===== config.mk =====
export PLATFORM = sky130hd
export DESIGN_NAME = mwsl_front
export DESIGN_NICKNAME = d
export VERILOG_FILES = /design/src/rtl/mwsl_pkg.sv /design/src/rtl/mwsl_front.sv
export SDC_FILE = /design/constraint.sdc
export NUM_CORES = 2
export LEC_CHECK = 0
export BUFFER_PORTS_ARGS = -buffer_cell sky130_fd_sc_hd__buf_2
export CAP_MARGIN = 20
export CORE_UTILIZATION = 35
export DETAILED_ROUTE_END_ITERATION = 7
export MAX_ROUTING_LAYER = met4
export PLACE_DENSITY = 0.48
export SLEW_MARGIN = 5
export SYNTH_ARGS = -nofsm -noshare
export SYNTH_HDL_FRONTEND = slang
export SYNTH_SLANG_ARGS = --single-unit

===== constraint.sdc =====
create_clock -name clk -period 15 [get_ports clk]
set_input_delay 1.5 -clock clk [delete_from_list [all_inputs] [get_ports clk]]
set_output_delay 1.5 -clock clk [all_outputs]
set_load 0.02 [all_outputs]

===== src/rtl/mwsl_pkg.sv =====
`default_nettype none
// ----------------------------------------------------------------------------
// mwsl_pkg: shared types and constants
// Widths, wheel lane order and the control word that travels down the
// pipeline next to each wheel lane.
// ----------------------------------------------------------------------------
package mwsl_pkg;

  localparam int SPEED_WIDTH_DEFAULT = 16;
  localparam int LIMIT_WIDTH         = 17;
  localparam int WHEEL_WIDTH         = 18;
  localparam int NUM_WHEELS          = 4;
  localparam int DIV_STEPS           = LIMIT_WIDTH;

  localparam logic [LIMIT_WIDTH-1:0] LIMIT_RESET = LIMIT_WIDTH'(2000);

  localparam int WHEEL_FR = 0;
  localparam int WHEEL_FL = 1;
  localparam int WHEEL_RL = 2;
  localparam int WHEEL_RR = 3;

  typedef struct packed {
    logic                  valid;
    logic                  scaled;
    logic [NUM_WHEELS-1:0] neg;
  } mwsl_ctl_t;

endpackage
`default_nettype wire


===== src/rtl/mwsl_front.sv =====
`default_nettype none
// ----------------------------------------------------------------------------
// mwsl_front: wheel mix, magnitude, peak and scale product
// Four register stages: wheel sums, absolute values, pairwise maximum,
// then peak against limit in parallel with magnitude times limit.
// ----------------------------------------------------------------------------
module mwsl_front #(
  parameter int SPEED_WIDTH = mwsl_pkg::SPEED_WIDTH_DEFAULT
) (
  input  wire logic                                 clk,
  input  wire logic                                 rst,
  input  wire logic                                 in_valid,
  output logic                                      in_ready,
  input  wire logic [SPEED_WIDTH-1:0]               speed_forward,
  input  wire logic [SPEED_WIDTH-1:0]               speed_sideways,
  input  wire logic [SPEED_WIDTH-1:0]               speed_rotate,
  input  wire logic [mwsl_pkg::LIMIT_WIDTH-1:0]     wheel_speed_limit,
  output mwsl_pkg::mwsl_ctl_t                       out_ctl,
  input  wire logic                                 out_ready,
  output logic [SPEED_WIDTH:0]                      divisor,
  output logic [mwsl_pkg::NUM_WHEELS-1:0][SPEED_WIDTH:0] rem_init,
  output logic [mwsl_pkg::NUM_WHEELS-1:0][mwsl_pkg::LIMIT_WIDTH-1:0] dq_init,
  output logic [mwsl_pkg::NUM_WHEELS-1:0][mwsl_pkg::WHEEL_WIDTH-1:0] wrap
);
  import mwsl_pkg::*;

  localparam int SUM_W  = SPEED_WIDTH + 2;
  localparam int MAG_W  = SPEED_WIDTH + 1;
  localparam int PROD_W = MAG_W + LIMIT_WIDTH;
  localparam int CMP_W  = (MAG_W > LIMIT_WIDTH) ? MAG_W : LIMIT_WIDTH;

  logic en_a, en_b, en_c, en_d;

  logic signed [SUM_W-1:0] fwd, side, rot;
  logic signed [SUM_W-1:0] a_sum_next [NUM_WHEELS];

  logic                    a_valid;
  logic signed [SUM_W-1:0] a_sum [NUM_WHEELS];

  logic                    b_valid;
  logic [MAG_W-1:0]        b_mag [NUM_WHEELS];
  logic [NUM_WHEELS-1:0]   b_neg;
  logic [WHEEL_WIDTH-1:0]  b_wrap [NUM_WHEELS];

  logic                    c_valid;
  logic [MAG_W-1:0]        c_mag [NUM_WHEELS];
  logic [NUM_WHEELS-1:0]   c_neg;
  logic [WHEEL_WIDTH-1:0]  c_wrap [NUM_WHEELS];
  logic [MAG_W-1:0]        c_max01, c_max23;

  logic [MAG_W-1:0]        d_peak_next;
  logic                    d_valid;
  logic                    d_scaled;
  logic [MAG_W-1:0]        d_peak;
  logic [PROD_W-1:0]       d_prod [NUM_WHEELS];
  logic [NUM_WHEELS-1:0]   d_neg;
  logic [WHEEL_WIDTH-1:0]  d_wrap [NUM_WHEELS];

  assign en_d     = !d_valid || out_ready;
  assign en_c     = !c_valid || en_d;
  assign en_b     = !b_valid || en_c;
  assign en_a     = !a_valid || en_b;
  assign in_ready = en_a;

  assign fwd  = SUM_W'($signed(speed_forward));
  assign side = SUM_W'($signed(speed_sideways));
  assign rot  = SUM_W'($signed(speed_rotate));

  always_comb begin
    a_sum_next[WHEEL_FR] = -fwd - side - rot;
    a_sum_next[WHEEL_FL] =  fwd - side - rot;
    a_sum_next[WHEEL_RL] =  fwd + side - rot;
    a_sum_next[WHEEL_RR] = -fwd + side - rot;
  end

  assign d_peak_next = (c_max01 > c_max23) ? c_max01 : c_max23;

  always_ff @(posedge clk) begin
    if (rst) begin
      a_valid <= 1'b0;
      b_valid <= 1'b0;
      c_valid <= 1'b0;
      d_valid <= 1'b0;
    end else begin
      if (en_a) a_valid <= in_valid;
      if (en_b) b_valid <= a_valid;
      if (en_c) c_valid <= b_valid;
      if (en_d) d_valid <= c_valid;
    end
  end

  always_ff @(posedge clk) begin
    if (en_a) begin
      for (int i = 0; i < NUM_WHEELS; i++) a_sum[i] <= a_sum_next[i];
    end
    if (en_b) begin
      for (int i = 0; i < NUM_WHEELS; i++) begin
        b_mag[i]  <= a_sum[i][SUM_W-1] ? MAG_W'(-a_sum[i]) : MAG_W'(a_sum[i]);
        b_neg[i]  <= a_sum[i][SUM_W-1];
        b_wrap[i] <= WHEEL_WIDTH'(a_sum[i]);
      end
    end
    if (en_c) begin
      for (int i = 0; i < NUM_WHEELS; i++) begin
        c_mag[i]  <= b_mag[i];
        c_wrap[i] <= b_wrap[i];
      end
      c_neg   <= b_neg;
      c_max01 <= (b_mag[WHEEL_FR] > b_mag[WHEEL_FL]) ? b_mag[WHEEL_FR] : b_mag[WHEEL_FL];
      c_max23 <= (b_mag[WHEEL_RL] > b_mag[WHEEL_RR]) ? b_mag[WHEEL_RL] : b_mag[WHEEL_RR];
    end
    if (en_d) begin
      for (int i = 0; i < NUM_WHEELS; i++) begin
        d_prod[i] <= PROD_W'(c_mag[i]) * PROD_W'(wheel_speed_limit);
        d_wrap[i] <= c_wrap[i];
      end
      d_neg    <= c_neg;
      d_peak   <= d_peak_next;
      d_scaled <= CMP_W'(d_peak_next) > CMP_W'(wheel_speed_limit);
    end
  end

  always_comb begin
    out_ctl.valid  = d_valid;
    out_ctl.scaled = d_scaled;
    out_ctl.neg    = d_neg;
    divisor        = d_peak;
    for (int i = 0; i < NUM_WHEELS; i++) begin
      rem_init[i] = d_prod[i][PROD_W-1:LIMIT_WIDTH];
      dq_init[i]  = d_prod[i][LIMIT_WIDTH-1:0];
      wrap[i]     = d_wrap[i];
    end
  end

endmodule
`default_nettype wire


==> insert_results.sql <==
INSERT INTO impl_metrics (metric_group, metric, value, unit) VALUES
('outcome', 'status', 'finished clean', ''),
('clocking', 'cts.path.max_buffers', '3', ''),
('critical_path', 'timing_worst_setup_path_type', 'in -> reg', ''),
('routing', 'detail_route.drc_violations', '0', ''),
('place', 'io_buffers', '300', ''),
('synth', 'synthArstFlopShare', '0', ''),
('die', 'die_w', '430.7', 'µm'),
('clocking', 'cts-htree-levels', '3', ''),
('synth', 'cell_with_the_most_instances_after_synthesis', 'inv_1', ''),
('sta', 'worst_slew_pin_slew', '1.082', 'ns'),
('synth', 'ys_warn_count', '0', ''),
('die', 'row_count', '156', ''),
('layout', 'final_net_count', '7944', ''),
('place', 'gp_congestion', '0.8662', ''),
('clocking', 'tritoncts_clock_tree', 'yes', ''),
('clocking', 'cts_root_buffer', 'clkbuf_16', ''),
('global_routing', 'antenna_violations_before_repair', '13', ''),
('place', 'dp_cells', '8709', ''),
('die', 'start_util', '0.3540', ''),
('synth', 'postSynthRegisterBits', '598', ''),
('clocking', 'cts_repair_resize_count', '0', ''),
('synth', 'yosysSeqAreaShare', '0.2785', ''),
('critical_path', 'critPathLaunchType', 'primary input', ''),
('clocking', 'clock-sinks', '598', ''),
('critical_path', 'cp-end-kind', 'register', ''),
('global_routing', 'grt_util_all_layers', '0.1950', ''),
('global_routing', 'first_global_vias', '45390', ''),
('synth', 'number_of_instances_in_the_synthesized_netlist', '6154', ''),
('sta', 'clock_skews', '0.05104', 'ns'),
('clocking', 'path_clk_slew', '0.07', 'ns'),
('routing', 'vias', '42510', ''),
('layout', 'flow.area_growth_from_synthesis', '10.18', '%'),
('layout', 'share_of_final_layout_standard_cells_stronger_than_drive_strength_1', '0.08112', ''),
('sta', 'setup_tns_final', '0', 'ns'),
('synth', 'synth_area', '0.06433', 'mm²'),
('sta', 'timing_max_transition_violations_final', '0', ''),
('sta', 'fin_crit_sh', '0.5416', ''),
('die', 'die_y', '430.7', 'µm'),
('critical_path', 'cp-startpoint', 'wheel_speed_limit[4]', ''),
('routing', 'drt_pass1_iterations', '7', ''),
('layout', 'num-fill-cells', '18000', ''),
('synth', 'synth_nets', '7762', ''),
('synth', 'synth.top_cells.by_area', 'fa_1 30%, edfxtp_1 28%, ha_1 11%', ''),
('sta', 'unrepaired_setup_endpoints_after_global_routing', 'false', ''),
('synth', 'synth-main-ff-cell', 'edfxtp_1', ''),
('clocking', 'holdBufCountCts', '0', ''),
('synth', 'synth_cell_type_count', '78', ''),
('synth', 'synth_area_leader_cell', 'fa_1', ''),
('clocking', 'cts_setup_buffers', '0', ''),
('critical_path', 'critPathArrivalTime', '8.55', 'ns'),
('synth', 'post_synth_most_frequent_cells', '1325 x inv_1, 961 x fa_1, 789 x nand2_1', ''),
('sta', 'achievable-frequency', '123.1', 'MHz'),
('worst_hold_path', 'worst_hold_path_type', 'reg -> reg', ''),
('synth', 'syn_avg_cell_area', '10.45', 'µm²'),
('routing', 'postRouteAntennaNets', '0', ''),
('sta', 'final_period_minus_worst_setup_slack', '8.123', 'ns'),
('die', 'die_area', '0.1855', 'mm²'),
('global_routing', 'wire_length_of_the_first_global_routing_pass', '267.7', 'mm'),
('global_routing', 'largest_net_degree_at_the_start_of_global_routing', '81', ''),
('routing', 'wl_per_cell', '19.39', 'µm'),
('global_routing', 'grt_remaining_overflow', '0', ''),
('critical_path', 'timing.critical_path.required', '15.43', 'ns'),
('job', 'maxCapViolations', '0', ''),
('sta', 'max-slew-margin-rel', '0.2785', ''),
('synth', 'synth_edf_count', '594', ''),
('routing', 'routed_via_density', '4.795', ''),
('worst_hold_path', 'min-delay-start', 'b_wrap[1][10]', ''),
('synth', 'synthDominantCellAreaShare', '0.2991', ''),
('die', 'core-area', '0.1817', 'mm²'),
('critical_path', 'worst-path-max-fanout', '43', ''),
('critical_path', 'reg2reg_start', 'c_mag[0][8]', ''),
('sta', 'final_hold_viol_count', '0', ''),
('sta', 'setup-violations-final', '0', ''),
('clocking', 'clk_latency', '0.72', 'ns'),
('layout', 'final_cell_count_no_fill', '8864', ''),
('clocking', 'number_of_buffers_created_by_cts', '74', ''),
('routing', 'drt-initial-drc-count', '2305', ''),
('place', 'detailedPlacementHpwl', '131.7', 'mm'),
('routing', 'routed_wl', '171.9', 'mm'),
('die', 'top_level_ports', '301', '');
layout by cell type, fill, tap and decap left out, drive strengths merged, types with 23 or more instances in the layout:
master and instances:
buf 331, nand2b 28, and3 23, clkbuf 91, nand2 789, a21oi 156, nor3 32, o21bai 26
nand3 43, fa 961, nand4 23, xor2 48, o21a 26, mux2 34, nor2b 25, a21o 90
ha 578, o21ai 119, or3 23, inv 1333, clkinv 25, o31ai 30, xnor2 190, edfxtp 594
nor2 106, and2 486
area by class of cell:
cell class,instances,area (µm²),area share
Clock inverter,47,559.3,0.007891
Antenna cell,17,42.54,0.0006002
Inverter,1325,4986,0.07035
Multi-Input combinational cell,4006,40560,0.5723
Clock buffer,91,1999,0.02821
Timing Repair Buffer,331,1744,0.02461
Sequential cell,598,17920,0.2528
Tap cell,2449,3064,0.04323
worst max-delay path, cell delays in order:
cell and delay [ns]:
buf_2 0.43, buf_4 0.65, nand2_1 0.15, fa_1 0.49, fa_1 0.51, fa_1 0.51, inv_1 0.05, fa_1 0.49
fa_1 0.50, inv_1 0.06, fa_1 0.48, inv_1 0.04, ha_1 0.41, and2_1 0.21, o21ai_0 0.08, a2111oi_0 0.62
o21ai_0 0.35, a311oi_1 0.42, o21a_1 0.19, o211ai_1 0.08, a21oi_1 0.18, xnor2_1 0.08
final timing paths:
check / endpoint / cells past startpoint / slack (ns)
max: d_prod[0][32] / 22 / 6.88
min: c_wrap[1][10] / 0 / 0.40
max reg2reg: d_prod[0][32] / 20 / 7.71
min reg2reg: c_wrap[1][10] / 0 / 0.40
metal layers:
metal	global-route usage	vias to the layer above	share of wire
met4	0.06161	0	0.033
met1	0.2543	21680	0.45
met2	0.3098	993	0.47
met5	-	-	0
li1	-	19630	-
met3	0.03220	206	0.051
cells by family after synthesis:
logic type,synth area share
AOI/OAI and AO/OA,0.05825
xor gates and xnor gates,0.03240
adders and majority gates,0.4115
buffers and inverters,0.09128
DFF,0.2785
muxes,0.006108
and+or+nand+nor,0.1219
sequential cells by signal (all words and copies together) (netlist names):
signal	flops
d_wrap	66
d_neg	4
d_valid	1
a_valid	1
a_sum	70
b_valid	1
d_prod	134
c_mag	66
c_wrap	65
c_neg	3
c_valid	1
b_wrap	67
divisor	17
b_mag	64
b_neg	3
c_max23	17
d_scaled	1
c_max01	17
metrics by stage:
| stage | utilization | setup slack, ns | cell area, µm² | hold slack (ns) |
|---|---|---|---|---|
| 2_1_floorplan | - | 7.335 | 64330 | 0.4003 |
| 3_3_place_gp | 0.3757 | 6.297 | 68270 | 0.4016 |
| 3_5_place_dp | 0.3757 | 6.202 | 68270 | 0.4052 |
| 4_1_cts | 0.3898 | 6.962 | 70830 | 0.4015 |
| 5_1_grt | 0.3899 | 6.543 | 70860 | 0.4175 |
| 6_report | 0.3900 | 6.877 | 70870 | 0.4030 |
Power is left out: the tool's default activity adds up to more than one toggle a clock period on the data nets, which glitch-free logic cannot reach.
